<file path="src/rtl/zero_run_length_decoder_macros.svh">
// Assertion helpers for the zero run-length decoder.
`ifndef ZERO_RUN_LENGTH_DECODER_MACROS_SVH
`define ZERO_RUN_LENGTH_DECODER_MACROS_SVH

`ifndef ASSERT_OFF
`define ASSERT_ALWAYS(label, expr, msg) \
  label: assert property (@(posedge clk) disable iff (rst) (expr)) else $error(msg);
`define ASSERT_NEXT(label, ante, cons, msg) \
  label: assert property (@(posedge clk) disable iff (rst) (ante) |=> (cons)) else $error(msg);
`else
`define ASSERT_ALWAYS(label, expr, msg)
`define ASSERT_NEXT(label, ante, cons, msg)
`endif

`endif

</file>
<file path="src/rtl/zrld_pkg.sv">
package zrld_pkg;

  localparam int LEN_BITS       = 32;
  localparam int VAR_DIGIT      = 7;
  localparam int VAR_MAX_BYTES  = 7;
  localparam int VAR_BITS       = VAR_DIGIT * VAR_MAX_BYTES;
  localparam int VAR_SHIFT_BITS = $clog2(VAR_BITS);
  localparam int VAR_CNT_BITS   = $clog2(VAR_MAX_BYTES + 1);
  localparam int WIDE_BITS      = VAR_BITS + 1;
  localparam int KIND_BITS      = 2;
  localparam int STATUS_BITS    = 2;
  localparam int CFG_IDX_BITS   = 8;

  localparam logic [3:0] NIBBLE_EXT = 4'hF;

  localparam logic [CFG_IDX_BITS-1:0] REG_IN_LENGTH    = CFG_IDX_BITS'(0);
  localparam logic [CFG_IDX_BITS-1:0] REG_OUT_CAPACITY = CFG_IDX_BITS'(1);

  typedef enum logic [KIND_BITS-1:0] {
    KIND_LITERAL = 2'd0,
    KIND_ZERO    = 2'd1,
    KIND_STATUS  = 2'd2
  } kind_t;

  typedef enum logic [STATUS_BITS-1:0] {
    ST_OK      = 2'd0,
    ST_CORRUPT = 2'd1,
    ST_SPACE   = 2'd2
  } status_t;

  typedef enum logic [3:0] {
    PH_TOKEN  = 4'b0001,
    PH_LITVAR = 4'b0010,
    PH_LIT    = 4'b0100,
    PH_ZVAR   = 4'b1000
  } phase_t;

endpackage

</file>
<file path="src/rtl/zrld_if.sv">
interface zrld_byte_if import zrld_pkg::*; ();
  logic       valid;
  logic       ready;
  logic [7:0] in_byte;

  modport source (output valid, output in_byte, input ready);
  modport sink (input valid, input in_byte, output ready);
endinterface

interface zrld_res_if import zrld_pkg::*; ();
  logic                   valid;
  logic                   ready;
  logic [KIND_BITS-1:0]   kind;
  logic [7:0]             value;
  logic [LEN_BITS-1:0]    run_length;
  logic                   done_res;
  logic [STATUS_BITS-1:0] status;
  logic [LEN_BITS-1:0]    total_out;

  modport source (output valid, output kind, output value, output run_length,
                  output done_res, output status, output total_out, input ready);
  modport sink (input valid, input kind, input value, input run_length,
                input done_res, input status, input total_out, output ready);
endinterface

interface zrld_cfg_if import zrld_pkg::*; ();
  logic                    valid;
  logic                    ready;
  logic [CFG_IDX_BITS-1:0] index;
  logic [LEN_BITS-1:0]     data;

  modport source (output valid, output index, output data, input ready);
  modport sink (input valid, input index, input data, output ready);
endinterface

</file>
<file path="src/rtl/zero_run_length_decoder.sv">
// Zero run-length decoder.
// din carries one compressed byte per beat. dout carries one result per beat:
// a literal byte (with the frame's zero run attached to the last literal when
// the count sat in the token), a zero run, or a status-only final beat.
// cfg writes in_length (index 0) or out_capacity (index 1); either write
// restarts the stream. cfg is always ready; write it only while idle.
// A byte is registered on acceptance and decoded into the result register
// when that register advances; a result passes through the byte register
// and then the result register before its beat.
// Throughput is one byte per cycle; the byte register and the result register
// both advance whenever the result register is empty or being taken.
// Bytes that produce no result leave no beat. When the result register is
// stalled, one more byte may be held; din.ready then drops.
// The final result carries done_res and the status; later bytes are taken
// and dropped until cfg is written again.
// Reset empties both registers and clears the lengths and the stream state.
`include "zero_run_length_decoder_macros.svh"

module zero_run_length_decoder import zrld_pkg::*; (
  input  logic     clk,
  input  logic     rst,
  zrld_byte_if.sink din,
  zrld_res_if.source dout,
  zrld_cfg_if.sink  cfg
);

  logic [LEN_BITS-1:0]     in_length;
  logic [LEN_BITS-1:0]     out_capacity;
  phase_t                  phase;
  logic [3:0]              zero_nibble;
  logic [LEN_BITS-1:0]     literals_left;
  logic [VAR_BITS-1:0]     varint_value;
  logic [VAR_CNT_BITS-1:0] varint_bytes;
  logic [LEN_BITS-1:0]     rem_in;
  logic [LEN_BITS-1:0]     rem_cap;
  logic [LEN_BITS-1:0]     produced;
  logic                    stopped;

  logic       held;
  logic [7:0] held_byte;

  logic                   res_valid;
  kind_t                  res_kind;
  logic [7:0]             res_value;
  logic [LEN_BITS-1:0]    res_run;
  logic                   res_done;
  status_t                res_status;
  logic [LEN_BITS-1:0]    res_total;

  logic adv, take, active, res_load, cfg_we, cfg_hit;
  logic [LEN_BITS-1:0] new_len, new_cap;

  phase_t                  phase_next;
  logic [3:0]              zero_nibble_next;
  logic [LEN_BITS-1:0]     literals_left_next;
  logic [VAR_BITS-1:0]     varint_value_next;
  logic [VAR_CNT_BITS-1:0] varint_bytes_next;
  logic [LEN_BITS-1:0]     rem_cap_next;
  logic [LEN_BITS-1:0]     produced_next;

  kind_t               kind_c;
  status_t             err_c;
  logic [LEN_BITS-1:0] run_c;
  logic [7:0]          value_c;
  logic                have_c, done_c;
  logic                do_begin, do_after, do_zero;
  logic [WIDE_BITS-1:0] lit_len, zero_len;
  logic [LEN_BITS-1:0] in_cur, cap_cur;
  logic [VAR_BITS-1:0] vv_or;
  logic [VAR_SHIFT_BITS-1:0] vv_shift;

  assign adv      = !res_valid || dout.ready;
  assign take     = held && adv;
  assign active   = !stopped && (rem_in != '0);
  assign res_load = take && active && have_c;
  assign din.ready = !held || adv;

  assign cfg.ready = 1'b1;
  assign cfg_we  = cfg.valid;
  assign cfg_hit = cfg_we && (cfg.index inside {REG_IN_LENGTH, REG_OUT_CAPACITY});
  assign new_len = (cfg.index == REG_IN_LENGTH) ? cfg.data : in_length;
  assign new_cap = (cfg.index == REG_OUT_CAPACITY) ? cfg.data : out_capacity;

  assign vv_shift = VAR_SHIFT_BITS'(VAR_DIGIT * int'(varint_bytes));
  assign vv_or    = varint_value | (VAR_BITS'(held_byte[6:0]) << vv_shift);
  assign in_cur   = rem_in - LEN_BITS'(1);

  always_comb begin
    kind_c             = KIND_STATUS;
    err_c              = ST_OK;
    run_c              = '0;
    value_c            = '0;
    have_c             = 1'b0;
    do_begin           = 1'b0;
    do_after           = 1'b0;
    do_zero            = 1'b0;
    lit_len            = '0;
    zero_len           = '0;
    cap_cur            = rem_cap;
    phase_next         = phase;
    zero_nibble_next   = zero_nibble;
    literals_left_next = literals_left;
    varint_value_next  = varint_value;
    varint_bytes_next  = varint_bytes;
    produced_next      = produced;

    case (phase)
      PH_TOKEN: begin
        if (held_byte == 8'h00) begin
          err_c = ST_CORRUPT;
        end else begin
          zero_nibble_next = held_byte[3:0];
          if (held_byte[7:4] == NIBBLE_EXT) begin
            phase_next        = PH_LITVAR;
            varint_value_next = '0;
            varint_bytes_next = '0;
          end else begin
            do_begin = 1'b1;
            lit_len  = WIDE_BITS'(held_byte[7:4]);
          end
        end
      end
      PH_LIT: begin
        kind_c             = KIND_LITERAL;
        value_c            = held_byte;
        have_c             = 1'b1;
        produced_next      = produced + LEN_BITS'(1);
        cap_cur            = rem_cap - LEN_BITS'(1);
        literals_left_next = literals_left - LEN_BITS'(1);
        do_after           = (literals_left_next == '0);
      end
      PH_LITVAR, PH_ZVAR: begin
        varint_value_next = vv_or;
        if (held_byte[7]) begin
          varint_bytes_next = varint_bytes + VAR_CNT_BITS'(1);
          if (varint_bytes_next == VAR_CNT_BITS'(VAR_MAX_BYTES)) err_c = ST_CORRUPT;
        end else if (phase == PH_LITVAR) begin
          do_begin = 1'b1;
          lit_len  = WIDE_BITS'(NIBBLE_EXT) + WIDE_BITS'(vv_or);
        end else begin
          do_zero  = 1'b1;
          zero_len = WIDE_BITS'(NIBBLE_EXT) + WIDE_BITS'(vv_or);
        end
      end
      default: begin
        err_c = ST_CORRUPT;
      end
    endcase

    if (do_begin) begin
      if (lit_len > WIDE_BITS'(in_cur)) begin
        err_c = ST_CORRUPT;
      end else if (lit_len > WIDE_BITS'(cap_cur)) begin
        err_c = ST_SPACE;
      end else if (lit_len != '0) begin
        literals_left_next = lit_len[LEN_BITS-1:0];
        phase_next         = PH_LIT;
      end else begin
        do_after = 1'b1;
      end
    end

    if (do_after) begin
      if (zero_nibble_next == NIBBLE_EXT) begin
        phase_next        = PH_ZVAR;
        varint_value_next = '0;
        varint_bytes_next = '0;
      end else begin
        do_zero  = 1'b1;
        zero_len = WIDE_BITS'(zero_nibble_next);
      end
    end

    rem_cap_next = cap_cur;
    if (do_zero) begin
      if (zero_len > WIDE_BITS'(cap_cur)) begin
        err_c = ST_SPACE;
      end else begin
        produced_next = produced_next + zero_len[LEN_BITS-1:0];
        rem_cap_next  = cap_cur - zero_len[LEN_BITS-1:0];
        run_c         = zero_len[LEN_BITS-1:0];
        if (!have_c) kind_c = KIND_ZERO;
        have_c     = 1'b1;
        phase_next = PH_TOKEN;
      end
    end

    if (err_c == ST_OK && rem_in == LEN_BITS'(1) && phase_next != PH_TOKEN) begin
      err_c = ST_CORRUPT;
    end
    done_c = (err_c != ST_OK) || (rem_in == LEN_BITS'(1));
    if (done_c) begin
      have_c = 1'b1;
      if (err_c != ST_OK && kind_c == KIND_ZERO) begin
        kind_c = KIND_STATUS;
        run_c  = '0;
      end
    end
  end

  always_ff @(posedge clk) begin
    if (rst) begin
      held <= 1'b0;
    end else if (din.ready) begin
      held <= din.valid;
    end
    if (din.valid && din.ready) held_byte <= din.in_byte;
  end

  always_ff @(posedge clk) begin
    if (rst) begin
      in_length     <= '0;
      out_capacity  <= '0;
      phase         <= PH_TOKEN;
      zero_nibble   <= '0;
      literals_left <= '0;
      varint_value  <= '0;
      varint_bytes  <= '0;
      rem_in        <= '0;
      rem_cap       <= '0;
      produced      <= '0;
      stopped       <= 1'b0;
    end else if (cfg_hit) begin
      in_length     <= new_len;
      out_capacity  <= new_cap;
      phase         <= PH_TOKEN;
      zero_nibble   <= '0;
      literals_left <= '0;
      varint_value  <= '0;
      varint_bytes  <= '0;
      rem_in        <= new_len;
      rem_cap       <= new_cap;
      produced      <= '0;
      stopped       <= 1'b0;
    end else if (take && active) begin
      phase         <= phase_next;
      zero_nibble   <= zero_nibble_next;
      literals_left <= literals_left_next;
      varint_value  <= varint_value_next;
      varint_bytes  <= varint_bytes_next;
      rem_in        <= in_cur;
      rem_cap       <= rem_cap_next;
      produced      <= produced_next;
      stopped       <= done_c;
    end
  end

  always_ff @(posedge clk) begin
    if (rst) begin
      res_valid <= 1'b0;
    end else if (adv) begin
      res_valid <= res_load;
    end
    if (res_load) begin
      res_kind   <= kind_c;
      res_value  <= value_c;
      res_run    <= run_c;
      res_done   <= done_c;
      res_status <= done_c ? err_c : ST_OK;
      res_total  <= produced_next;
    end
  end

  assign dout.valid      = res_valid;
  assign dout.kind       = res_kind;
  assign dout.value      = res_value;
  assign dout.run_length = res_run;
  assign dout.done_res   = res_done;
  assign dout.status     = res_status;
  assign dout.total_out  = res_total;

  `ASSERT_ALWAYS(a_cap_sum, LEN_BITS'(produced + rem_cap) == out_capacity, "capacity split lost")
  `ASSERT_ALWAYS(a_varint_len, stopped || (phase != PH_LITVAR && phase != PH_ZVAR) || varint_bytes < VAR_CNT_BITS'(VAR_MAX_BYTES), "varint count overrun")
  `ASSERT_ALWAYS(a_lit_left, stopped || phase != PH_LIT || literals_left != '0, "literal phase with no literals")
  `ASSERT_NEXT(a_total, res_load && !cfg_hit, res_total == produced, "total out of step")

endmodule
</file>
<file path="src/flat_wrapper.sv">
// flat-port wrapper written by rule: the top's interface ports become plain ports
module zero_run_length_decoder_flat import zrld_pkg::*;
  (clk, rst, din_valid, din_in_byte, din_ready, dout_valid, dout_kind, dout_value, dout_run_length, dout_done_res, dout_status, dout_total_out, dout_ready, cfg_valid, cfg_index, cfg_data, cfg_ready);
  zrld_byte_if din_i ();
  zrld_res_if dout_i ();
  zrld_cfg_if cfg_i ();
  input  logic clk;
  input  logic rst;
  input wire logic [$bits(din_i.valid)-1:0] din_valid;
  input wire logic [$bits(din_i.in_byte)-1:0] din_in_byte;
  output wire logic [$bits(din_i.ready)-1:0] din_ready;
  output wire logic [$bits(dout_i.valid)-1:0] dout_valid;
  output wire logic [$bits(dout_i.kind)-1:0] dout_kind;
  output wire logic [$bits(dout_i.value)-1:0] dout_value;
  output wire logic [$bits(dout_i.run_length)-1:0] dout_run_length;
  output wire logic [$bits(dout_i.done_res)-1:0] dout_done_res;
  output wire logic [$bits(dout_i.status)-1:0] dout_status;
  output wire logic [$bits(dout_i.total_out)-1:0] dout_total_out;
  input wire logic [$bits(dout_i.ready)-1:0] dout_ready;
  input wire logic [$bits(cfg_i.valid)-1:0] cfg_valid;
  input wire logic [$bits(cfg_i.index)-1:0] cfg_index;
  input wire logic [$bits(cfg_i.data)-1:0] cfg_data;
  output wire logic [$bits(cfg_i.ready)-1:0] cfg_ready;
  assign din_i.valid = din_valid;
  assign din_i.in_byte = din_in_byte;
  assign din_ready = din_i.ready;
  assign dout_valid = dout_i.valid;
  assign dout_kind = dout_i.kind;
  assign dout_value = dout_i.value;
  assign dout_run_length = dout_i.run_length;
  assign dout_done_res = dout_i.done_res;
  assign dout_status = dout_i.status;
  assign dout_total_out = dout_i.total_out;
  assign dout_i.ready = dout_ready;
  assign cfg_i.valid = cfg_valid;
  assign cfg_i.index = cfg_index;
  assign cfg_i.data = cfg_data;
  assign cfg_ready = cfg_i.ready;
  zero_run_length_decoder u_core (.clk(clk), .rst(rst), .din(din_i), .dout(dout_i), .cfg(cfg_i));
endmodule
</file>
<file path="config.mk">
export PLATFORM = sky130hd
export DESIGN_NAME = zero_run_length_decoder_flat
export DESIGN_NICKNAME = d
export VERILOG_FILES = /design/src/rtl/zrld_pkg.sv /design/src/rtl/zrld_if.sv /design/src/rtl/zero_run_length_decoder.sv /design/src/flat_wrapper.sv
export VERILOG_INCLUDE_DIRS = /design/src /design/src/rtl
export SDC_FILE = /design/constraint.sdc
export NUM_CORES = 1
export LEC_CHECK = 0
export ABC_AREA = 1
export ABC_CLOCK_PERIOD_IN_PS = 9600
export BUFFER_PORTS_ARGS = -buffer_cell sky130_fd_sc_hd__buf_2
export CAP_MARGIN = 20
export CORE_AREA = 5 5 261 263
export CTS_CLUSTER_SIZE = 16
export DETAILED_ROUTE_END_ITERATION = 8
export DIE_AREA = 0 0 266 268
export PLACE_DENSITY = 0.62
export SYNTH_ARGS = -nofsm -noshare
export SYNTH_HDL_FRONTEND = slang
export SYNTH_SLANG_ARGS = --single-unit
</file>
<file path="constraint.sdc">
create_clock -name clk -period 9.6 [get_ports clk]
set_clock_uncertainty 0.05 [all_clocks]
set_input_delay 0.96 -clock clk [delete_from_list [all_inputs] [get_ports clk]]
set_output_delay 0.96 -clock clk [all_outputs]
set_load 0.005 [all_outputs]
</file>
==> key figures, run 1 <==
Clock network
  • CTS tree: done
  • CTS Buf Count: 42
  • CTS clock-pin slew for the worst setup and hold paths: 0.06 ns
  • Clock Tree Buf Depth: 3
  • Root Buffer Master: clkbuf_16
  • Post-CTS sizing: 0
  • H-tree depth: 2
  • Clock Sink Count: 340
  • Latest clock arrival within the worst-skew pair: 0.59 ns
  • Post-CTS setup buffers: 0
  • CTS Hold Bufs: 0

Worst setup path
  • Slowest cell on the critical path: dfxtp_1
  • Worst path most repeated cell: nand2_1
  • Setup crit end kind: flip-flop
  • Critical path's largest stage delay: 0.59 ns
  • Startpoint types: flip-flop
  • CP arrival: 9.32 ns
  • R2R depth: 47
  • CP Max Fanout: 77
  • Reg2reg start: u_core.varint_bytes[0]
  • Required time of the critical path: 9.77 ns
  • Reg2reg setup slack: 0.45 ns
  • Crit Reg-Reg Endpoint: u_core.dout.run_length[27]
  • Crit Path Class: reg2reg

Placed design
  • Final HPWL DP: 73.6 mm
  • PortBufs: 131
  • Post-place setup slack: 0.696 ns
  • Placer Congestion: 1.03

Pwr
  • Sw power: 2.04 mW
  • Flop pwr share: 32.4%
  • Clock share of power: 32.1%
  • Logic pwr share: 35.5%
  • Pwr dens: 181 nW/um^2
  • Cell internal pwr: 3.19 mW
  • Leak pwr: 13.0 nW
  • Worst vdd ir: 129 uV
  • Switching fraction of total power: 39.0%
  • Tot Pwr: 5.23 mW

Route
  • Total Wirelength: 95.7 mm
  • Via density: 5.41
  • Vias: 26.0k
  • Drt pass-1 iters: 6
  • First-iteration detailed-routing DRC count: 2,524
  • WL/cell: 19.9 um
  • DRC Markers: 0
  • Antenna-violating nets left: 0

Die
  • Die area: 71,300 sq um
  • Die width: 266 um
  • Floorplan Core Area: 65,400 sq um
  • Rows: 94
  • Die Ht: 268 um
  • Starting density of the core: 39.8%
  • Io pins: 133

Yosys
  • Area leader, netlist: dfxtp_1
  • Synth cell count leaders: 762 x nand2_1, 532 x inv_1, 411 x nor2_1, 324 x a21oi_1, 255 x dfxtp_1
  • Mean Syn Cell Area: 6.76 sq um
  • Synth top area share: 19.6%
  • Synth Cell Area: 26,000 sq um
  • Distinct cell type count after synthesis: 60
  • Synth top area cells: dfxtp_1 20%, nand2_1 11%, edfxtp_1 9.8%, ha_1 8.0%, inv_1 7.7%
  • Mapped Nets: 4,070
  • Top FF cell, synth: dfxtp_1
  • Synth warn: 0
  • Number of flops mapped to enable cells by yosys: 85
  • Post-Synthesis Cells: 3,849
  • Most frequent cell after synthesis: nand2_1
  • Ys async rst share: 0%
  • Seq/Total Area, Yosys: 29.4%
  • Yosys reg bits: 340

Timing
  • Pins Over Slew Limit: 0
  • Minimum clock period after layout: 9.15 ns
  • Tcrit/Tclk final: 95.3%
  • Maximum clock frequency: 109 MHz
  • Max_slew headroom: 23.7%
  • Final setup fails: 0
  • Setup TNS after final layout: 0 ns
  • Unrepaired setup endpoints after global routing: no
  • Worst hold margin: 0.398 ns
  • Final hold vios: 0
  • PnR worst setup slack: 0.454 ns
  • Slew @ Worst Pin: 1.15 ns

Hold path
  • Worst Hold Class: reg2reg
  • HP Start: u_core.out_capacity[2]
  • Hold endpoint: u_core.out_capacity[2]
  • Cell count of the worst hold path: 2

Status
  • Outcome: complete, no violations

Final layout
  • Diodes inserted: 0
  • Filler Cell Count: 6,955
  • Reg area: 7660 sq um
  • Fin util: 44.2%
  • Layout area overhead: 11.2%
  • Nets: 4,131
  • Area of the multi-input gates: 15,600 sq um
  • Share of layout cells above drive strength 1: 9.59%

Global route
  • Initial antenna violation count: 0
  • Total global routing track utilization: 25.7%
  • Vias in the first global route: 23.6k
  • Total grt overflow: 0
  • First-pass GRT wire length: 143 mm
  • Largest net degree at the start of global routing: 113

Run
  • Maxcap violations: 0
==> cells by family after synthesis <==
logic type	share of synthesized area [%]
buffers and inverters	10.7
xor gates and xnor gates	6.30
other	0.0144
adders and majority gates	8.14
AOI/OAI and AO/OA	20.0
and+or+nand+nor	25.4
DFF	29.4
==> cell usage in the layout (no fill, tap or decap), types with 6 or more instances in the layout <==
| cell type | netlist | routed |
|---|---|---|
| dfxtp_1 | 255 | 255 |
| nor3_1 | 56 | 56 |
| nor2_1 | 411 | 408 |
| inv_6 | 1 | 6 |
| a31oi_1 | 17 | 17 |
| o21ai_1 | 54 | 54 |
| xnor2_1 | 46 | 46 |
| o21ai_0 | 240 | 240 |
| a21boi_0 | 6 | 6 |
| a21oi_2 | 16 | 16 |
| o21bai_2 | 18 | 18 |
| nand2_1 | 762 | 760 |
| a211oi_1 | 11 | 11 |
| clkbuf_8 | 0 | 12 |
| inv_1 | 532 | 528 |
| nand3_1 | 188 | 185 |
| nor4_1 | 32 | 32 |
| xor2_1 | 141 | 141 |
| edfxtp_1 | 85 | 85 |
| buf_4 | 7 | 43 |
| inv_2 | 13 | 14 |
| nand4_1 | 58 | 58 |
| buf_2 | 17 | 131 |
| o22ai_1 | 63 | 63 |
| o211ai_1 | 65 | 65 |
| clkbuf_16 | 0 | 44 |
| a21oi_1 | 324 | 323 |
| nor2_2 | 13 | 14 |
| o211ai_2 | 16 | 16 |
| nand2_2 | 17 | 18 |
| ha_1 | 166 | 166 |
| nand3_2 | 6 | 9 |
| o21a_1 | 6 | 6 |
| o21bai_1 | 15 | 15 |
==> worst max-delay path by stage <==
| stage | from | endpoint | slack (ns) | depth (start not counted) |
|---|---|---|---|---|
| after floorplan | u_core.phase[1] | u_core.dout.done_res | 1.31 | 50 |
| after global placement | u_core.varint_bytes[0] | u_core.dout.run_length[27] | 0.65 | 46 |
| after detailed placement | u_core.varint_bytes[0] | u_core.dout.run_length[26] | 0.70 | 47 |
| after CTS | u_core.varint_bytes[0] | u_core.dout.run_length[14] | 0.67 | 47 |
| after global routing | u_core.varint_bytes[0] | u_core.dout.run_length[27] | 0.03 | 47 |
| final | u_core.varint_bytes[0] | u_core.dout.run_length[27] | 0.45 | 47 |
==> layout make-up <==
cell class                 instances  area share, %
multi-input combinational       2800           54.0
sequential                       340           26.5
inverter                         550           7.19
clock buffer                      61           4.44
tap                              864           3.74
timing repair buffer             176           3.52
clock inverter                    16          0.636
==> flip-flops by register name, indices dropped and copies added (netlist names) <==
register and count:
u_core.in_length 32, u_core.dout.value 8, u_core.literals_left 32, u_core.rem_in 32
u_core.varint_bytes 3, u_core.varint_value 49, u_core.zero_nibble 4, u_core.dout.done_res 1
u_core.stopped 1, u_core.dout.status 2, u_core.dout.run_length 32, u_core.rem_cap 32
u_core.held 1, u_core.held_byte 8, u_core.dout.kind 2, u_core.phase 4
u_core.dout.valid 1, u_core.produced 32, u_core.out_capacity 32, u_core.dout.total_out 32
==> worst max-delay path: cells and delay by family, from the launching register on <==
| family | cells | cell delay (ns) |
|---|---|---|
| AOI/OAI and AO/OA | 12 | 1.80 |
| DFF | 1 | 0.59 |
| adders and majority gates | 2 | 0.76 |
| xor gates and xnor gates | 1 | 0.31 |
| and+or+nand+nor | 27 | 4.13 |
| buffers and inverters | 5 | 0.92 |
==> through the flow <==
step / std cells / instance area, sq um
after floorplan: 3849 / 26000
after detailed placement: 4730 / 27500
after global routing: 4807 / 28900
after global placement: 4730 / 27500
final: 4807 / 28900
after CTS: 4807 / 28900
==> layer usage <==
layer  share of wire (%)  wire, um  GRT usage [%]
met5                   0         0              0
met4                 4.5      4280           10.5
met3                 6.8      6550           3.49
met2                  44     41800           40.1
met1                  45     43000           35.9
==> power by group through the flow <==
stage	Sequential, mW	Clock, mW	Combinational [mW]
after global placement	1.72	0	1.82
after global routing	1.70	1.77	2.04
final	1.69	1.68	1.86
after CTS	1.69	1.71	1.83
after floorplan	1.70	0	1.30
after detailed placement	1.72	0	1.82
Note: power is estimated with default switching activity, not from simulation.
==> run 2: changes to the inputs <==
--- a/config.mk
+++ b/config.mk
@@ -10,10 +10,10 @@
 export ABC_CLOCK_PERIOD_IN_PS = 9600
 export BUFFER_PORTS_ARGS = -buffer_cell sky130_fd_sc_hd__buf_2
 export CAP_MARGIN = 20
-export CORE_AREA = 5 5 261 263
+export CORE_AREA = 8 8 264 266
 export CTS_CLUSTER_SIZE = 16
 export DETAILED_ROUTE_END_ITERATION = 8
-export DIE_AREA = 0 0 266 268
+export DIE_AREA = 0 0 272 274
 export PLACE_DENSITY = 0.62
 export SYNTH_ARGS = -nofsm -noshare
 export SYNTH_HDL_FRONTEND = slang
==> run 2 against run 1 <==
Compared with the run above: via count barely moved; sequential cell count is the same; final area is 0.70% lower; global-route usage is 0.69 points lower; sequential share of layout area increased by 0.19 points; critical endpoint is now u_core.dout.total_out[22].
==> key figures, run 2 (synthesis gave the netlist of run 1 again) <==
Route
  • WL/cell: 20.1 um (+0.90%)
  • Antenna-violating nets left: 0 (unchanged)
  • First-iteration detailed-routing DRC count: 2,516 (-0.32%)
  • DRC Markers: 0 (unchanged)
  • Vias: 26.0k (+0.015%)
  • Drt pass-1 iters: 7 (+1)
  • Total Wirelength: 96.3 mm (+0.60%)
  • Via density: 5.43 (+0.31%)

Final layout
  • Biggest register: u_core.varint_value
  • Most frequent cells in the layout: 761 x nand2_1, 529 x inv_1, 408 x nor2_1
  • Nets: 4,119 (-0.29%)
  • Filler Cell Count: 6,826 (-1.9%)
  • Max reg flops: 49 (unchanged)
  • Layout area overhead: 10.5%
  • Share of layout cells above drive strength 1: 9.29% (-0.30 points)
  • Diodes inserted: 0 (unchanged)
  • Commonest non-fill, non-tap cell in the layout: nand2_1

Worst setup path
  • Critical path's largest stage delay: 0.50 ns (-0.09 ns)
  • R2R depth: 45 (-4.3%)
  • Startpoint types: flip-flop
  • Crit Path Class: reg2reg
  • Crit Reg-Reg Endpoint: u_core.dout.total_out[22]
  • Slowest cell on the critical path: nand2_4
  • Worst path most repeated cell: nand2_1
  • Reg2reg start: u_core.varint_bytes[1]
  • Reg2reg setup slack: 0.94 ns (+0.49 ns)
  • CP Max Fanout: 41 (-47%)
  • Setup crit end kind: flip-flop
  • Required time of the critical path: 9.81 ns (+0.04 ns)
  • CP arrival: 8.87 ns (-0.45 ns)

Pwr
  • Clock share of power: 30.7% (-1.4 points)
  • Switching fraction of total power: 39.6% (+0.61 points)
  • Flop pwr share: 33.1% (+0.7 points)
  • Sw power: 2.02 mW (-0.71%)
  • Worst vdd ir: 164 uV (+27%)
  • Cell internal pwr: 3.09 mW (-3.2%)
  • Leak pwr: 13.0 nW (-0.76%)
  • Pwr dens: 178 nW/um^2 (-1.5%)
  • Tot Pwr: 5.11 mW (-2.2%)
  • Logic pwr share: 36.2% (+0.7 points)

Clock network
  • CTS tree: done
  • H-tree depth: 2 (unchanged)
  • Clock Tree Buf Depth: 3 (unchanged)
  • Root Buffer Master: clkbuf_16
  • Clock Sink Count: 340 (unchanged)
  • CTS Buf Count: 40 (-4.8%)
  • CTS clock-pin slew for the worst setup and hold paths: 0.06 ns (about the same)
  • Post-CTS setup buffers: 0 (unchanged)
  • Latest clock arrival within the worst-skew pair: 0.59 ns (about the same)
  • CTS Hold Bufs: 0 (unchanged)

Timing
  • Pins Over Slew Limit: 0 (unchanged)
  • Unrepaired setup endpoints after global routing: no
  • Minimum clock period after layout: 8.66 ns (-0.485 ns)
  • Final hold vios: 0 (unchanged)
  • Worst hold margin: 0.401 ns (+0.00279 ns)
  • Final setup fails: 0 (unchanged)
  • Setup TNS after final layout: 0 ns (unchanged)
  • Max_slew headroom: 31.4% (+7.8 points)
  • Maximum clock frequency: 115 MHz (+5.6%)
  • PnR worst setup slack: 0.939 ns (+0.485 ns)
  • Tcrit/Tclk final: 90.2% (-5.1 points)
  • Slew @ Worst Pin: 1.03 ns (-0.117 ns)

Die
  • Io pins: 133 (unchanged)
  • Die area: 74,500 sq um (+4.5%)
  • Floorplan Core Area: 65,300 sq um (-0.18%)
  • Rows: 94 (unchanged)
  • Die width: 272 um (+2.3%)
  • Starting density of the core: 39.8% (+0.072 points)
  • Die Ht: 274 um (+2.2%)

Status
  • Outcome: complete, no violations

Hold path
  • Hold endpoint: u_core.out_capacity[2]
  • Worst Hold Class: reg2reg
  • Cell count of the worst hold path: 2 (unchanged)
  • HP Start: u_core.out_capacity[2]

Placed design
  • PortBufs: 131 (unchanged)
  • Final HPWL DP: 74.2 mm (+0.80%)
  • Placer Congestion: 1.02 (-0.87%)
  • Post-place setup slack: 0.882 ns (+0.186 ns)

Global route
  • Total grt overflow: 0 (unchanged)
  • Total global routing track utilization: 25.0% (-0.69 points)
  • Vias in the first global route: 24.2k (+2.4%)
  • Largest net degree at the start of global routing: 123 (+8.8%)
  • First-pass GRT wire length: 146 mm (+2.4%)
  • Initial antenna violation count: 0 (unchanged)

Run
  • Maxcap violations: 0 (unchanged)
[run 2: changes by cell type in the layout (fill, tap and decap cells not counted), sizes merged]
| cell | change |
|---|---|
| buf | -10 |
| clkbuf | -10 |
| clkinv | +9 |
| clkinvlp | -1 |
| inv | -2 |
[run 2: critical path: cells and delay by family, from the launching register on]
kind,cells,cell delay [ns]
simple gates,26,4.16
compound gates,10,1.75
buf+inv,6,0.94
fa+ha+maj,2,0.68
flops,1,0.48
xor+xnor,1,0.19
[run 2: metrics by stage]
| step | cells | instance area [sq um] | util [%] |
|---|---|---|---|
| CTS | 4792 | 28700 | 44.0 |
| floorplan | 3849 | 26000 | - |
| finish | 4793 | 28700 | 44.0 |
| detailed placement | 4719 | 27400 | 41.9 |
| global placement | 4717 | 27400 | 41.9 |
| global route | 4793 | 28700 | 44.0 |
[run 2: how the worst max path moves through the flow]
stage | from | to | slack (ns)
after floorplan | u_core.phase[1] | u_core.dout.done_res | 1.31
after global placement | u_core.varint_bytes[0] | u_core.dout.total_out[16] | 0.94
after detailed placement | u_core.varint_bytes[0] | u_core.dout.total_out[16] | 0.88
after CTS | u_core.varint_bytes[0] | u_core.dout.run_length[8] | 0.89
after global routing | u_core.phase[1] | u_core.dout.run_length[8] | 0.17
final | u_core.varint_bytes[1] | u_core.dout.total_out[22] | 0.94
[run 2: repair_timing]
item,in CTS,in global routing
hold endpoints to repair,0,0
endpoints found under the setup margin,0,41
gates resized for setup,0,1
[run 2: cell type report]
type                            instances  area (sq um)  share of cell area, %
Multi-Input combinational cell       2800         15600                   54.4
Sequential cell                       340          7660                   26.7
Inverter                              550          2080                   7.24
Clock buffer                           51          1130                   3.92
Tap cell                              864          1080                   3.76
Timing Repair Buffer                  166           947                   3.30
Clock inverter                         22           213                  0.740
[run 2: routing by layer]
metal | part of all wire (%) | up-vias | track usage [%]
met1 | 45 | 12024 | 34.3
li1 | - | 12858 | -
met4 | 4.3 | 0 | 10.2
met5 | 0 | - | 0
met2 | 44 | 964 | 39.3
met3 | 7.0 | 178 | 3.24
[run 2: power groups by stage]
| stage | Clock [mW] | Sequential [mW] | Combinational (mW) |
|---|---|---|---|
| floorplan | 0 | 1.70 | 1.30 |
| global placement | 0 | 1.72 | 1.81 |
| detailed placement | 0 | 1.72 | 1.81 |
| CTS | 1.60 | 1.69 | 1.82 |
| global route | 1.66 | 1.70 | 2.04 |
| finish | 1.57 | 1.69 | 1.85 |
